$ cat src/design/bqc_pkg.sv
// Package for the biquad coefficient calculator: fixed widths, CORDIC
// constants and the arctangent table. No dependencies.
`timescale 1ns / 1ps
package bqc_pkg;
	localparam int RATE_W = 18;
	localparam int PH_W = 32;
	localparam int WORK_FRAC = 30;
	localparam int XY_W = 34;
	localparam int OUT_W = 32;
	localparam logic signed [XY_W-1:0] INV_GAIN = 34'sd652032874;
	localparam logic signed [31:0] INV_TWO_Q = 32'sd759364798;

	function automatic logic [PH_W-1:0] atan_turn(input logic [4:0] i);
		logic [PH_W-1:0] v;
		begin
			case (i)
				5'd0: v = 32'h20000000;  5'd1: v = 32'h12E4051D;
				5'd2: v = 32'h09FB385B;  5'd3: v = 32'h051111D4;
				5'd4: v = 32'h028B0D43;  5'd5: v = 32'h0145D7E1;
				5'd6: v = 32'h00A2F61E;  5'd7: v = 32'h00517C55;
				5'd8: v = 32'h0028BE53;  5'd9: v = 32'h00145F2E;
				5'd10: v = 32'h000A2F98; 5'd11: v = 32'h000517CC;
				5'd12: v = 32'h00028BE6; 5'd13: v = 32'h000145F3;
				5'd14: v = 32'h0000A2F9; 5'd15: v = 32'h0000517C;
				5'd16: v = 32'h000028BE; 5'd17: v = 32'h0000145F;
				5'd18: v = 32'h00000A2F; 5'd19: v = 32'h00000517;
				5'd20: v = 32'h0000028B; 5'd21: v = 32'h00000145;
				5'd22: v = 32'h000000A2; 5'd23: v = 32'h00000051;
				5'd24: v = 32'h00000028; 5'd25: v = 32'h00000014;
				5'd26: v = 32'h0000000A; 5'd27: v = 32'h00000005;
				5'd28: v = 32'h00000002; 5'd29: v = 32'h00000001;
				default: v = 32'h0;
			endcase
			return v;
		end
	endfunction
endpackage

$ cat src/design/bqc_div_cell.sv
// One long-division cell: brings in one dividend bit and yields one quotient bit.
// Depends on bqc_pkg.
`timescale 1ns / 1ps
module bqc_div_cell import bqc_pkg::*; (
	input  logic              clk,
	input  logic              adv,
	input  logic [RATE_W-1:0] den_in,
	input  logic [RATE_W:0]   rem_in,
	input  logic [RATE_W-1:0] num_in,
	input  logic [PH_W-1:0]   quo_in,
	input  logic              lp_in,
	output logic [RATE_W-1:0] den_q,
	output logic [RATE_W:0]   rem_q,
	output logic [RATE_W-1:0] num_q,
	output logic [PH_W-1:0]   quo_q,
	output logic              lp_q
);
	logic [RATE_W+1:0] sh;
	logic [RATE_W+1:0] diff;
	logic              ge;

	// take the next dividend bit MSB first; zeros follow once it is used up
	assign sh = {rem_in, num_in[RATE_W-1]};
	assign diff = sh - {2'b00, den_in};
	assign ge = (sh >= {2'b00, den_in});

	always_ff @(posedge clk) begin
		if (adv) begin
			rem_q <= ge ? diff[RATE_W:0] : sh[RATE_W:0];
			num_q <= {num_in[RATE_W-2:0], 1'b0};
			quo_q <= {quo_in[PH_W-2:0], ge};
			den_q <= den_in;
			lp_q <= lp_in;
		end
	end
endmodule

$ cat config.mk
export PLATFORM = sky130hd
export DESIGN_NAME = bqc_div_cell
export DESIGN_NICKNAME = d
export VERILOG_FILES = /design/src/design/bqc_pkg.sv /design/src/design/bqc_div_cell.sv
export SDC_FILE = /design/constraint.sdc
export NUM_CORES = 1
export LEC_CHECK = 0
export ABC_AREA = 1
export BUFFER_PORTS_ARGS = -buffer_cell sky130_fd_sc_hd__buf_4
export CAP_MARGIN = 20
export CORE_ASPECT_RATIO = 2
export CORE_UTILIZATION = 51
export CTS_CLUSTER_SIZE = 24
export DETAILED_ROUTE_END_ITERATION = 10
export PLACE_DENSITY_LB_ADDON = 0.15
export SYNTH_ARGS = -nofsm -noshare
export SYNTH_HDL_FRONTEND = slang
export SYNTH_SLANG_ARGS = --single-unit
$ cat constraint.sdc
create_clock -name clk -period 3.2 [get_ports clk]
set_input_delay 0.16 -clock clk [delete_from_list [all_inputs] [get_ports clk]]
set_output_delay 0.16 -clock clk [all_outputs]
set_load 0.05 [all_outputs]
==> metrics.txt <==
Achievable Freq 502 MHz; horizontal die dimension 65.6 um; gate count after technology mapping 389; outcome complete, but fails checks; Slew Viols, Final 0; TritonCTS Buffers 9; fraction of layout cells with a size suffix above 1 32.8%; # clock sinks 87; via count of the first global-routing pass 3,530; DR vias/cell 4.99; clock slew seen by the registers of the worst setup and hold paths 0.06 ns; #FFs+latches synth 87; required time of the critical path 3.29 ns; maximum resistive drop on vdd 0.371 mV; CTS tree done; final antenna diode count 0; Post-Synthesis Net Count 498; layout overhead on the synthesized area 50.0%; Post-DRT Antenna Nets 0; Tightest Hold Check Type in -> reg; Ys Warns 0; maximum root-to-sink buffer count 2; Max Cap Violations 0; hold violation total from the final report 2; Setup TNS 0 ns; Std-Cell Core Area 7890 um^2; Final Worst Setup Slack 1.21 ns; post-synthesis cell area 4130 um^2; post-cts sizing count 0; overall via count from detail_route 3,550; global router's overall resource usage 28.0%; most common library cell in the layout ignoring fill and taps sky130_fd_sc_hd__buf_4; highest metal layer used by the detailed router met4; antenna violations before repair 0; hold buffers post-CTS 34; Distinct cells, synth 26; Detail Placement HPWL 8.18 mm; maximum number of pins on one net before global-route repair 88; number of setup violations in the final report 0; met1 wire length 3.98 mm; total power density per cell area 543 nW/um^2; port bufs 175; detailed-routed wire length on met2 6.76 mm; number of buffers inserted by post-CTS setup repair 0; detailed-route DRC error count 0; final wirelength 12.0 mm; Worst Path Max Fanout 16; number of H-tree levels 3; gp weighted congestion 0.887; met3 wire length 837 um; number of placement rows 46; max-slew headroom at the worst pin 28.5%; standby leakage power 2.96 nW; worst setup timing slack at the placement stage 0.857 ns; type of element launching the critical path primary input; effective utilization at floorplan 52.3%; wire length per cell 16.8 um; number of design-rule violations left by the first detailed-router iteration 176; Chip Height 129 um; post-synthesis average cell area 10.6 um^2; leftover overflow at the end of global routing 0; CTS root buffer sky130_fd_sc_hd__clkbuf_16; first-pass GRT wire length 17.1 mm; RSZ-0062 raised after global routing no; critical path class in -> reg; sequential element share of the synthesized area 63.3%; clock period minus worst slack 1.99 ns; measured slew at the worst slew-check pin 1.07 ns; number of optimization iterations in the first detailed-route pass 4; net count reported at finish 722; endpoint kind of the worst setup timing path register; worst hold slack across all endpoints -0.000543 ns; most used cells in the layout excluding fill and tap cells sky130_fd_sc_hd__buf_4, sky130_fd_sc_hd__nand2_1, sky130_fd_sc_hd__edfxtp_1; overall die area 8470 um^2; fill cell instance count of the final layout 512; share of the clock period used by the worst path 62.3%; violations in the final reports negative hold slack; data arrival time of the critical path 2.09 ns; number of top-level design ports 178
cells by family after synthesis:
group	count (synthesis)	share of synthesized area [%]
DFF	87	63.3
and+or+nand+nor	193	20.0
adders and majority gates	19	5.94
AOI/OAI and AO/OA	20	2.49
xor gates and xnor gates	9	1.91
other	1	0.0909
buffers and inverters	60	6.25
where the power goes:
part / internal (mW) / switching, mW / leakage [nW]
logic: 0.332 / 0.663 / 1.99
registers: 1.39 / 0.0380 / 0.851
clock network: 0.515 / 0.426 / 0.120
total: 2.23 / 1.13 / 2.96
flip-flops by register name, indices dropped and copies added, names as in the netlist:
register and flops:
quo_q 32, rem_q 19, den_q 18, num_q 17, lp_q 1
per-layer routing:
layer  track usage (%)  vias to the layer above
met5                 0                        -
met4              12.1                        0
met3              6.95                       26
met2              53.7                      160
met1              27.1                     1640
li1                  -                     1724
cells in the mapped netlist:
master,instances,area share (%)
sky130_fd_sc_hd__nand2_1,127,12
sky130_fd_sc_hd__edfxtp_1,87,63
sky130_fd_sc_hd__inv_1,55,5.0
sky130_fd_sc_hd__nor2_1,22,2.0
sky130_fd_sc_hd__nand3_1,20,2.4
sky130_fd_sc_hd__ha_1,18,5.5
sky130_fd_sc_hd__a21oi_1,12,1.5
sky130_fd_sc_hd__xor2_1,7,1.5
sky130_fd_sc_hd__nand2_2,6,0.91
sky130_fd_sc_hd__nand3b_1,6,1.1
sky130_fd_sc_hd__nor3_1,5,0.61
sky130_fd_sc_hd__o21ai_0,4,0.49
sky130_fd_sc_hd__o21ai_1,3,0.36
sky130_fd_sc_hd__buf_6,2,0.55
sky130_fd_sc_hd__nand3_2,2,0.49
sky130_fd_sc_hd__nor2_2,2,0.30
sky130_fd_sc_hd__xnor2_1,2,0.42
sky130_fd_sc_hd__and2_2,1,0.18
sky130_fd_sc_hd__buf_4,1,0.18
sky130_fd_sc_hd__buf_8,1,0.36
sky130_fd_sc_hd__conb_1,1,0.091
sky130_fd_sc_hd__fa_1,1,0.49
sky130_fd_sc_hd__inv_4,1,0.15
sky130_fd_sc_hd__nor2_4,1,0.27
sky130_fd_sc_hd__nor2b_1,1,0.15
sky130_fd_sc_hd__o21bai_1,1,0.18
through the flow:
step	utilization [%]	instance area (um^2)	std cells	power [mW]	hold WS, ns
2_1_floorplan	-	4130	389	2.05	0.259
3_3_place_gp	70.0	5520	657	2.36	0.338
3_5_place_dp	70.0	5520	657	2.39	0.339
4_1_cts	77.6	6120	705	3.32	0.0000819
5_1_grt	78.5	6190	712	3.47	-0.0109
6_report	78.5	6190	712	3.36	-0.000543
worst paths after layout:
| kind | cells after the start | startpoint | endpoint | slack [ns] |
|---|---|---|---|---|
| worst max-delay path | 13 | den_in[0] | rem_q[10] | 1.21 |
| worst min-delay path | 1 | quo_in[14] | quo_q[15] | -0.0005 |
layout make-up:
class                           count  area (um^2)  area share (%)
Inverter                           56          213            3.44
Clock inverter                      4         25.0           0.405
Tap cell                           96          120            1.94
Sequential cell                    87         2610            42.2
Clock buffer                       10          229            3.70
Multi-Input combinational cell    242         1250            20.3
Timing Repair Buffer              217         1730            28.0
worst max-delay path: stages:
cell and delay, ns:
sky130_fd_sc_hd__buf_4 0.12, sky130_fd_sc_hd__ha_1 0.24, sky130_fd_sc_hd__fa_1 0.44, sky130_fd_sc_hd__inv_1 0.08, sky130_fd_sc_hd__nand3_1 0.08, sky130_fd_sc_hd__nand3_2 0.12, sky130_fd_sc_hd__nand3_1 0.09, sky130_fd_sc_hd__nand3_2 0.10
sky130_fd_sc_hd__nand2_1 0.07, sky130_fd_sc_hd__nand2_2 0.26, sky130_fd_sc_hd__inv_4 0.17, sky130_fd_sc_hd__nand2_1 0.10, sky130_fd_sc_hd__nand2_1 0.06
Note: power is estimated with default switching activity, not from simulation.
