### config.mk
export PLATFORM = sky130hd
export DESIGN_NAME = bqc_cordic_cell
export DESIGN_NICKNAME = d
export VERILOG_FILES = /design/src/design/bqc_pkg.sv /design/src/design/bqc_cordic_cell.sv
export SDC_FILE = /design/constraint.sdc
export NUM_CORES = 1
export LEC_CHECK = 0
export BUFFER_PORTS_ARGS = -buffer_cell sky130_fd_sc_hd__buf_4
export CAP_MARGIN = 40
export CORE_UTILIZATION = 24
export CTS_BUF_LIST = sky130_fd_sc_hd__clkbuf_4 sky130_fd_sc_hd__clkbuf_8
export CTS_CLUSTER_DIAMETER = 150
export DETAILED_ROUTE_END_ITERATION = 12
export PLACE_DENSITY_LB_ADDON = 0.12
export SLEW_MARGIN = 20
export SYNTH_ARGS = -nofsm -noshare
export SYNTH_HDL_FRONTEND = slang
export SYNTH_SLANG_ARGS = --single-unit
### constraint.sdc
create_clock -name clk -period 3.9 [get_ports clk]
set_clock_uncertainty 0.1 [all_clocks]
set_input_delay 0.195 -clock clk [delete_from_list [all_inputs] [get_ports clk]]
set_output_delay 0.195 -clock clk [all_outputs]
set_load 0.1 [all_outputs]
### src/design/bqc_pkg.sv
// Package for the biquad coefficient calculator: fixed widths, CORDIC
// constants and the arctangent table. No dependencies.
`timescale 1ns / 1ps
package bqc_pkg;
	localparam int RATE_W = 18;
	localparam int PH_W = 32;
	localparam int WORK_FRAC = 30;
	localparam int XY_W = 34;
	localparam int OUT_W = 32;
	localparam logic signed [XY_W-1:0] INV_GAIN = 34'sd652032874;
	localparam logic signed [31:0] INV_TWO_Q = 32'sd759364798;

	function automatic logic [PH_W-1:0] atan_turn(input logic [4:0] i);
		logic [PH_W-1:0] v;
		begin
			case (i)
				5'd0: v = 32'h20000000;  5'd1: v = 32'h12E4051D;
				5'd2: v = 32'h09FB385B;  5'd3: v = 32'h051111D4;
				5'd4: v = 32'h028B0D43;  5'd5: v = 32'h0145D7E1;
				5'd6: v = 32'h00A2F61E;  5'd7: v = 32'h00517C55;
				5'd8: v = 32'h0028BE53;  5'd9: v = 32'h00145F2E;
				5'd10: v = 32'h000A2F98; 5'd11: v = 32'h000517CC;
				5'd12: v = 32'h00028BE6; 5'd13: v = 32'h000145F3;
				5'd14: v = 32'h0000A2F9; 5'd15: v = 32'h0000517C;
				5'd16: v = 32'h000028BE; 5'd17: v = 32'h0000145F;
				5'd18: v = 32'h00000A2F; 5'd19: v = 32'h00000517;
				5'd20: v = 32'h0000028B; 5'd21: v = 32'h00000145;
				5'd22: v = 32'h000000A2; 5'd23: v = 32'h00000051;
				5'd24: v = 32'h00000028; 5'd25: v = 32'h00000014;
				5'd26: v = 32'h0000000A; 5'd27: v = 32'h00000005;
				5'd28: v = 32'h00000002; 5'd29: v = 32'h00000001;
				default: v = 32'h0;
			endcase
			return v;
		end
	endfunction
endpackage

### src/design/bqc_cordic_cell.sv
// One CORDIC rotation cell with a fixed shift and table angle.
// Depends on bqc_pkg.
`timescale 1ns / 1ps
module bqc_cordic_cell import bqc_pkg::*; #(
	parameter int IDX = 0
) (
	input  logic                   clk,
	input  logic                   adv,
	input  logic signed [XY_W-1:0] x_in,
	input  logic signed [XY_W-1:0] y_in,
	input  logic signed [PH_W:0]   z_in,
	input  logic                   flip_in,
	input  logic                   lp_in,
	output logic signed [XY_W-1:0] x_q,
	output logic signed [XY_W-1:0] y_q,
	output logic signed [PH_W:0]   z_q,
	output logic                   flip_q,
	output logic                   lp_q
);
	localparam logic [PH_W:0] ANG = {1'b0, atan_turn(5'(IDX))};
	logic signed [XY_W-1:0] dx, dy;

	assign dx = y_in >>> IDX;
	assign dy = x_in >>> IDX;

	always_ff @(posedge clk) begin
		if (adv) begin
			if (!z_in[PH_W]) begin
				x_q <= x_in - dx;
				y_q <= y_in + dy;
				z_q <= z_in - $signed(ANG);
			end else begin
				x_q <= x_in + dx;
				y_q <= y_in - dy;
				z_q <= z_in + $signed(ANG);
			end
			flip_q <= flip_in;
			lp_q <= lp_in;
		end
	end
endmodule

==> results.md, run 1 <==
* CTS buffer count at 9
* Ys async rst share at 0%
* Initial antenna violation count at 0
* Mapped cell area at 8980 sq um
* Tightest hold margin at 48.1 ps
* Min-Delay Path Class: in2reg
* Worst Setup Path Type: in2reg
* Fillcell total at 3907
* Top_reg_cell synth: edfxtp_1
* DIE AREA at 38200 sq um
* Final HPWL DP at 25.4 mm
* CP Capture Type: register
* NetSw at 2.44 mW
* Total power at 4.83 mW
* Tmin final at 3200 ps
* EDFF count, synth at 102
* Required @ worst endpoint at 4000 ps
* Largest family of logic cells by synthesized area: compound AO/OA/AOI/OAI gates
* Crit-path max cell delay at 790 ps
* Layout cells sized above 1 at 22.2%
* VDD IR max at 0.190 mV
* First-pass GRT wire length at 49.3 mm
* Final Max Slew Viols at 0
* CTS tree: yes
* Hold Path End: x_q[0]
* Post-Synth Simple-Gate Area at 13.3%
* Seq pwr share at 30.1%
* Final std cells w/o fill at 1725
* Gate power share at 52.9%
* Die span in y at 195 um
* F_max at 312 MHz
* Area share of xor/xnor cells in the synthesized design at 5.95%
* Worst hold start: y_in[0]
* Largest net degree at the start of global routing at 58
* Inserted Diodes at 0
* P per Cell Area at 413 nW/um^2
* Global route overflow at 0
* GP Congestion at 0.871
* Sw Ratio at 50.5%
* Synthesized Nets at 1228
* Worst Hold Depth at 3
* Routed len/inst at 18.7 um
* Final hold vios at 0
* Library cells used by synthesis at 77
* Post-synthesis mux area share at 1.81%
* CP Cell Sequence: buf_4, inv_1, ha_1, a21o_1, a21oi_1, and2_1, o31ai_1, buf_4, a2111oi_0, o211ai_1, a311oi_1, a21oi_1, xnor2_1
* Num rows at 70
* Register area share after synthesis at 34.1%
* Count of unresolved DRC violations after routing at 0
* Syn Area/Cell at 8.82 sq um
* Unrepaired setup endpoints after global routing: no
* Initial drt markers at 485
* CP Launch Type: input pin
* Final Cycle Share at 82.2%
* Via density at 4.79
* Clock Power Share at 17.0%
* Mapped Cells at 1018
* Die width at 195 um
* Worst Path Max Fanout at 9
* #FFs+latches synth at 102
* Commonest non-fill, non-tap cell in the layout: buf_4
* Setup TNS at 0 ps
* Static Leak at 5.11 nW
* CTS Buffer Depth at 2
* Status: complete, no violations
* H-Tree Depth at 3
* Clock Pin Slew Worst Setup and Hold Paths at 120 ps
* Nets@finish at 1462
* Vias at 8260
* P_int at 2.39 mW
* Placed Cells at 1676
* Buffers plus inverters on the worst setup path at 3
* Initial Util at 24.5%
* Routed Antenna Nets at 0
* Rel. slew slack at 40.8%
* Syn-to-layout area delta at 30.1%
* TritonCTS Sinks at 102
* Vias in the first global route at 8281
* Compound-Gate Fraction of Synth Area at 23.1%
* I/O pin count at 208
* TritonRoute pass-1 iters at 5
* Core Region at 36700 sq um
* Yosys warnings at 0
* Slowest CP cell: a2111oi_0
* # setup viols final at 0
* Worst EP arrival at 3300 ps
* Post-Synth Adder-Cell Area at 15.0%
* Worst slew pin tran at 866 ps
* Crit-path leading delay family: compound AO/OA/AOI/OAI gates
* Setup Fix Bufs, Post-CTS at 0
* Drt total wl at 32.2 mm
* Overall Global Routing Usage at 17.0%
* Max_cap viols at 0
* IO buf count at 207
* Commonest cells after routing, fill and taps aside: 232 x buf_4, 121 x a21oi_1, 104 x inv_1
* Root buf cell: clkbuf_8
## metal layers
metal,global-route usage [%],up-vias,part of all wire (%)
li1,-,4095,-
met1,22.8,3927,48
met2,27.9,218,46
met3,2.99,20,4.5
met4,4.46,0,1.5
met5,0,-,0
## power by group through the flow
stage / Combinational, mW / Sequential (mW) / Clock (mW)
after floorplan: 0.747 / 2.57 / 0
after CTS: 2.57 / 1.46 / 0.871
final: 2.55 / 1.45 / 0.822
after detailed placement: 2.54 / 1.48 / 0
after global routing: 2.70 / 1.47 / 0.895
after global placement: 2.54 / 1.48 / 0
## stage by stage
step / worst slack [ps] / area, sq um / utilization, %
after floorplan: 956 / 8980 / -
after global placement: 316 / 11100 / 30.3
after detailed placement: 296 / 11100 / 30.3
after CTS: 796 / 11700 / 31.8
after global routing: 562 / 11700 / 31.8
final: 696 / 11700 / 31.8
## Yosys cell counts (4+ instances only)
library cell	n	area, sq um
nor4_1	7	43.8
o21a_1	5	37.5
o21ai_0	68	340
nand2b_1	13	81.3
buf_1	9	33.8
a211oi_1	9	67.6
nand4_1	8	50.1
nand3_1	9	45.0
and3_1	5	31.3
xnor2_1	47	412
mux2i_1	14	140
fa_1	4	80.1
a2111oi_0	5	43.8
nand2_1	56	210
edfxtp_1	102	3060
nor2b_1	8	50.1
a31oi_1	7	43.8
inv_1	104	390
o41ai_1	5	43.8
inv_2	4	15.0
o21bai_1	19	143
o21ba_2	4	40.0
buf_2	11	55.1
o31ai_1	10	75.1
a31o_2	5	43.8
xor2_1	14	123
nor3_1	20	100
a221oi_1	4	35.0
a21o_1	18	135
o22ai_1	7	43.8
clkbuf_1	19	71.3
ha_1	101	1260
o211ai_1	10	75.1
a21oi_1	121	606
nor2_1	96	360
and2_1	5	31.3
## worst max-delay path by stage
stage	startpoint	endpoint	slack [ps]	cells past startpoint
final	x_in[4]	x_q[32]	700	13
after global routing	x_in[18]	y_q[30]	560	12
after CTS	x_in[4]	x_q[32]	800	13
after detailed placement	x_in[4]	x_q[32]	300	13
after global placement	x_in[4]	x_q[32]	320	13
after floorplan	x_in[3]	y_q[30]	960	12
## registers in the layout, summed over array words and instances, names as in the netlist
name	count
flip_q	1
x_q	34
y_q	33
lp_q	1
z_q	33
## cell families after synthesis
kind of cell	Yosys count
compound gates	329
xor+xnor	61
fa+ha+maj	105
buf+inv	154
flops	102
mux	16
simple gates	251
## layout make-up
type / count / area [sq um] / area share (%)
inverters: 111 / 417 / 3.57
repair buffers: 266 / 2090 / 17.9
clock buffers: 9 / 124 / 1.06
flip-flops and latches: 102 / 3060 / 26.2
clock inverters: 7 / 97.6 / 0.835
well taps: 468 / 586 / 5.01
multi-input cells: 762 / 5300 / 45.4
## repair_timing
item,4_1_cts,5_1_grt
hold buffers,33,0
endpoints found under the hold margin,33,0
gates resized for setup,0,0
Note: power is estimated with default switching activity, not from simulation.
==> run 2, diff against run 1 <==
clock period = 3.2 ns   (was 3.9 ns; I/O delays follow)
==> run 2 against run 1 <==
Against the previous run: non-clock buffer count up 119; design area up 7.5%; critical path depth down 1; first-iteration DRC count up 12%; combinational power up 29%; global-route usage about the same; sequential cell count unchanged; critical path type unchanged; wire length up 0.13%; clock power up 16%; worst hold slack better by 2.1 ps; cell count up 6.9%; via count up 4.1%.
==> results.md, run 2 (synthesis results as in run 1) <==
* Layout cells sized above 1 at 28.8%
* F_max at 338 MHz
* Final Max Slew Viols at 0
* Final hold vios at 0
* Syn-to-layout area delta at 39.9%
* Drt total wl at 32.3 mm
* Min-Delay Path Class: in2reg
* Crit-path max cell delay at 480 ps
* Initial Util at 24.5%
* Die width at 195 um
* IO buf count at 207
* Final WS setup at 243 ps
* Placed Cells at 1794
* Worst Path Max Fanout at 3
* Initial antenna violation count at 0
* Post-DP Area at 12000 sq um
* Top flop regs: x_q x34, y_q x33, z_q x33
* # setup viols final at 0
* Final core occ at 34.2%
* Commonest non-fill, non-tap cell in the layout: buf_4
* Status: complete, no violations
* Largest net degree at the start of global routing at 54
* Final HPWL DP at 25.8 mm
* Unrepaired setup endpoints after global routing: no
* Tmin final at 2960 ps
* Max_cap viols at 0
* Core Region at 36700 sq um
* Worst Hold Depth at 3
* Slowest CP cell: or4b_1
* CP Capture Type: register
* Pre-CTS setup slack at -224 ps
* Count of unresolved DRC violations after routing at 0
* GP Congestion at 0.835
* Max FFs per register at 34
* Required @ worst endpoint at 3290 ps
* Root buf cell: clkbuf_8
* Final Cycle Share at 92.4%
* Largest Register: x_q
* CP Launch Type: input pin
* TritonCTS Sinks at 102
* Initial drt markers at 542
* Die span in y at 195 um
* H-Tree Depth at 3
* Vias in the first global route at 8781
* Setup Fix Bufs, Post-CTS at 0
* Overall Global Routing Usage at 17.0%
* Post-cts resize count at 0
* Rel. slew slack at 50.2%
* VDD IR max at 0.216 mV
* Inserted Diodes at 0
* Vias at 8602
* Routed Antenna Nets at 0
* Static Leak at 5.67 nW
* Nets@finish at 1581
* DIE AREA at 38200 sq um
* Via density at 4.66
* Hold Path End: z_q[32]
* Final std cells w/o fill at 1844
* Worst hold start: z_in[31]
* TritonRoute pass-1 iters at 5
* Worst Setup Path Type: in2reg
* CTS buffer count at 9
* Clock Pin Slew Worst Setup and Hold Paths at 120 ps
* Total power at 6.01 mW
* P per Cell Area at 479 nW/um^2
* Worst slew pin tran at 746 ps
* Num rows at 70
* Global route overflow at 0
* Tightest hold margin at 50.2 ps
* Design Area, Final at 12600 sq um
* CP Cell Sequence: buf_4, ha_1, fa_1, or3b_1, a311o_1, a21oi_2, o21bai_2, a31oi_1, o311ai_1, nand2_2, o41ai_1, or4b_1
* I/O pin count at 208
* First-pass GRT wire length at 49.7 mm
* Worst EP arrival at 3050 ps
* CTS tree: yes
* Setup TNS at 0 ps
* CTS Buffer Depth at 2
* Commonest cells after routing, fill and taps aside: 350 x buf_4, 121 x a21oi_1, 104 x inv_1
* Routed len/inst at 17.5 um
==> run 2: cell count changes in the layout (fill, tap and decap cells not counted) <==
cell and delta:
clkinv_1 +1, clkinv_4 +1, inv_6 -1, inv_8 -1, buf_4 +118, clkinvlp_4 +1, dlygate4sd3_1 +1, clkinv_8 -1
==> run 2: where the power goes <==
| part | internal [mW] | switching (mW) |
|---|---|---|
| combinational | 0.962 | 2.33 |
| sequential | 1.72 | 0.0575 |
| clock | 0.373 | 0.577 |
==> run 2: critical path: cells and delay by family <==
kind / cells / cell delay (ps)
buffers and inverters: 1 / 90
AO/OA/AOI/OAI: 6 / 1350
AND/OR/NAND/NOR: 3 / 990
adder cells (fa/ha/maj): 2 / 450
==> run 2: repair_timing <==
item                                   4_1_cts  5_1_grt
setup endpoints to repair                    0        0
hold buffers                                34        0
endpoints found under the hold margin       34        0
==> run 2: how the worst max path moves through the flow <==
| stage | from | end | slack [ps] |
|---|---|---|---|
| after global placement | x_in[0] | y_q[30] | -180 |
| after floorplan | x_in[3] | y_q[30] | 290 |
| after CTS | x_in[0] | y_q[30] | 270 |
| final | x_in[0] | y_q[30] | 240 |
| after detailed placement | x_in[0] | y_q[30] | -220 |
| after global routing | x_in[0] | y_q[30] | 100 |
==> run 2: cell type report <==
cell class              count  area [sq um]
well taps                 468           586
fillers                  3879         24100
inverters                 111           417
multi-input cells         762          5300
clock buffers               9           124
clock inverters             7          81.3
repair buffers            385          2990
flip-flops and latches    102          3060
==> run 2: routing by layer <==
metal  wire (um)  global-route usage, %  vias up
li1            -                      -     4317
met3        1120                   2.92       18
met1       15900                   23.2     4037
met4         365                   4.00        0
met5           0                      0        -
met2       14800                   27.7      230
==> run 3, diff against run 2 <==
CORE_MARGIN = 4   (was default)
==> run 3 against run 2 <==
Against the previous run: cell count grew 1.5%; power shrank 0.94%; via count grew 2.6%; clock power shrank 10%; combinational power grew 1%; critical path depth is the same; non-clock buffer count grew 25; worst hold slack gained 25 ps; count of clock-buffer cells in the layout is the same; die area grew 6.2%.
==> results.md, run 3 (synthesis results as in run 1) <==
* FF+latch area at 3060 sq um
* Worst slew pin tran at 763 ps
* Min-Delay Path Class: in2reg
* P per Cell Area at 467 nW/um^2
* Multi-input logic area at 5320 sq um
* Sw Ratio at 49.7%
* CTS Buffer Depth at 2
* Max_cap viols at 0
* Initial drt markers at 536
* Initial antenna violation count at 3
* Crit-path max cell delay at 480 ps
* Final std cells w/o fill at 1871
* Setup TNS at 0 ps
* Commonest non-fill, non-tap cell in the layout: buf_4
* Final Cycle Share at 96.7%
* Die width at 201 um
* Worst Setup Path Type: in2reg
* Slowest CP cell: o311ai_1
* Final HPWL DP at 27.0 mm
* Tightest hold margin at 75.5 ps
* Status: complete, no violations
* Fillcell total at 3885
* Largest net degree at the start of global routing at 53
* Final Max Slew Viols at 0
* Vias in the first global route at 9082
* F_max at 323 MHz
* Count of unresolved DRC violations after routing at 0
* Clock Power Share at 14.3%
* CP Launch Point: x_in[0]
* Initial Util at 24.4%
* Tmin final at 3090 ps
* Root buf cell: clkbuf_8
* Global route overflow at 0
* Worst Path Max Fanout at 4
* Static Leak at 5.78 nW
* Syn-to-layout area delta at 42.0%
* Seq pwr share at 29.7%
* Die span in y at 201 um
* Via density at 4.72
* H-Tree Depth at 3
* Final hold vios at 0
* Routed Antenna Nets at 0
* TritonRoute pass-1 iters at 5
* GP Congestion at 0.896
* P_int at 3.00 mW
* Layout cells sized above 1 at 30.2%
* DIE AREA at 40600 sq um
* Clock Pin Slew Worst Setup and Hold Paths at 110 ps
* TritonCTS Sinks at 102
* Top flop regs: x_q x34, y_q x33, z_q x33
* Routed len/inst at 17.8 um
* Nets@finish at 1606
* Core Region at 36800 sq um
* Worst setup endpoint: y_q[30]
* Overall Global Routing Usage at 16.2%
* Commonest cells after routing, fill and taps aside: 374 x buf_4, 121 x a21oi_1, 104 x inv_1
* IO buf count at 207
* Rel. slew slack at 47.8%
* # setup viols final at 0
* Drt total wl at 33.3 mm
* CTS buffer count at 9
* Placed Cells at 1817
* VDD IR max at 0.211 mV
* Total power at 5.96 mW
* CP Capture Type: register
* Largest Register: x_q
* Worst EP arrival at 3160 ps
* First-pass GRT wire length at 51.8 mm
* NetSw at 2.96 mW
* Vias at 8828
* CP Launch Type: input pin
* Required @ worst endpoint at 3260 ps
* Num rows at 70
* CP Cell Sequence: buf_4, ha_1, fa_1, or3b_1, a311o_1, a21oi_2, o21bai_2, a31oi_1, o311ai_1, nand2_2, nand4_1, or4b_1
* Unrepaired setup endpoints after global routing: no
* Max FFs per register at 34
* CTS tree: yes
* I/O pin count at 208
* Final core occ at 34.7%
* Gate power share at 55.9%
run 3: timing repair:
item                                    4_1_cts  5_1_grt
endpoints found under the hold margin        35        0
gates resized for setup                       0        3
hold buffers                                 35        0
endpoints found under the setup margin        0        1
buffers inserted                              0        0
run 3: worst min-delay path by stage:
stage                     startpoint       to  cells past startpoint
after global routing             adv  y_q[22]                      1
after floorplan              flip_in   flip_q                      0
final                       y_in[33]  x_q[33]                      3
after CTS                   y_in[33]  y_q[33]                      3
after global placement       z_in[3]   z_q[3]                      1
after detailed placement     z_in[4]   z_q[4]                      1
run 3: worst max-delay path: cells and delay by family:
kind | cells | cell delay (ps)
compound gates | 5 | 1310
simple gates | 4 | 920
fa+ha+maj | 2 | 630
buf+inv | 1 | 120
run 3: power groups by stage:
stage          clock network, mW  registers [mW]  logic, mW
5_1_grt                    0.975            1.79       3.54
3_5_place_dp                   0            1.80       3.30
3_3_place_gp                   0            1.80       3.31
4_1_cts                    0.926            1.78       3.35
2_1_floorplan                  0            3.14      0.910
6_report                   0.855            1.77       3.33
run 3: per-layer routing:
layer  vias to the layer above  part of all wire, %  GRT usage, %  wire (um)
met5                         -                0.039             0         13
met4                         2                  1.0          2.93        345
met3                        21                  4.8          3.82       1600
met2                       219                   47          27.0      15600
met1                      4205                   47          21.8      15700
li1                       4381                    -             -          -
run 3: cell type report:
type	instances	share of cell area, %
Multi-Input combinational cell	762	41.7
Timing Repair Buffer	410	24.9
Sequential cell	102	24.0
Tap cell	468	4.59
Inverter	111	3.27
Clock buffer	9	0.972
Clock inverter	7	0.442
Antenna cell	2	0.0393
run 3: through the flow:
step | instance area (sq um) | setup WS [ps]
3_3_place_gp | 12200 | -335
4_1_cts | 12700 | 108
5_1_grt | 12700 | 0.556
2_1_floorplan | 8980 | 291
6_report | 12700 | 107
3_5_place_dp | 12200 | -374
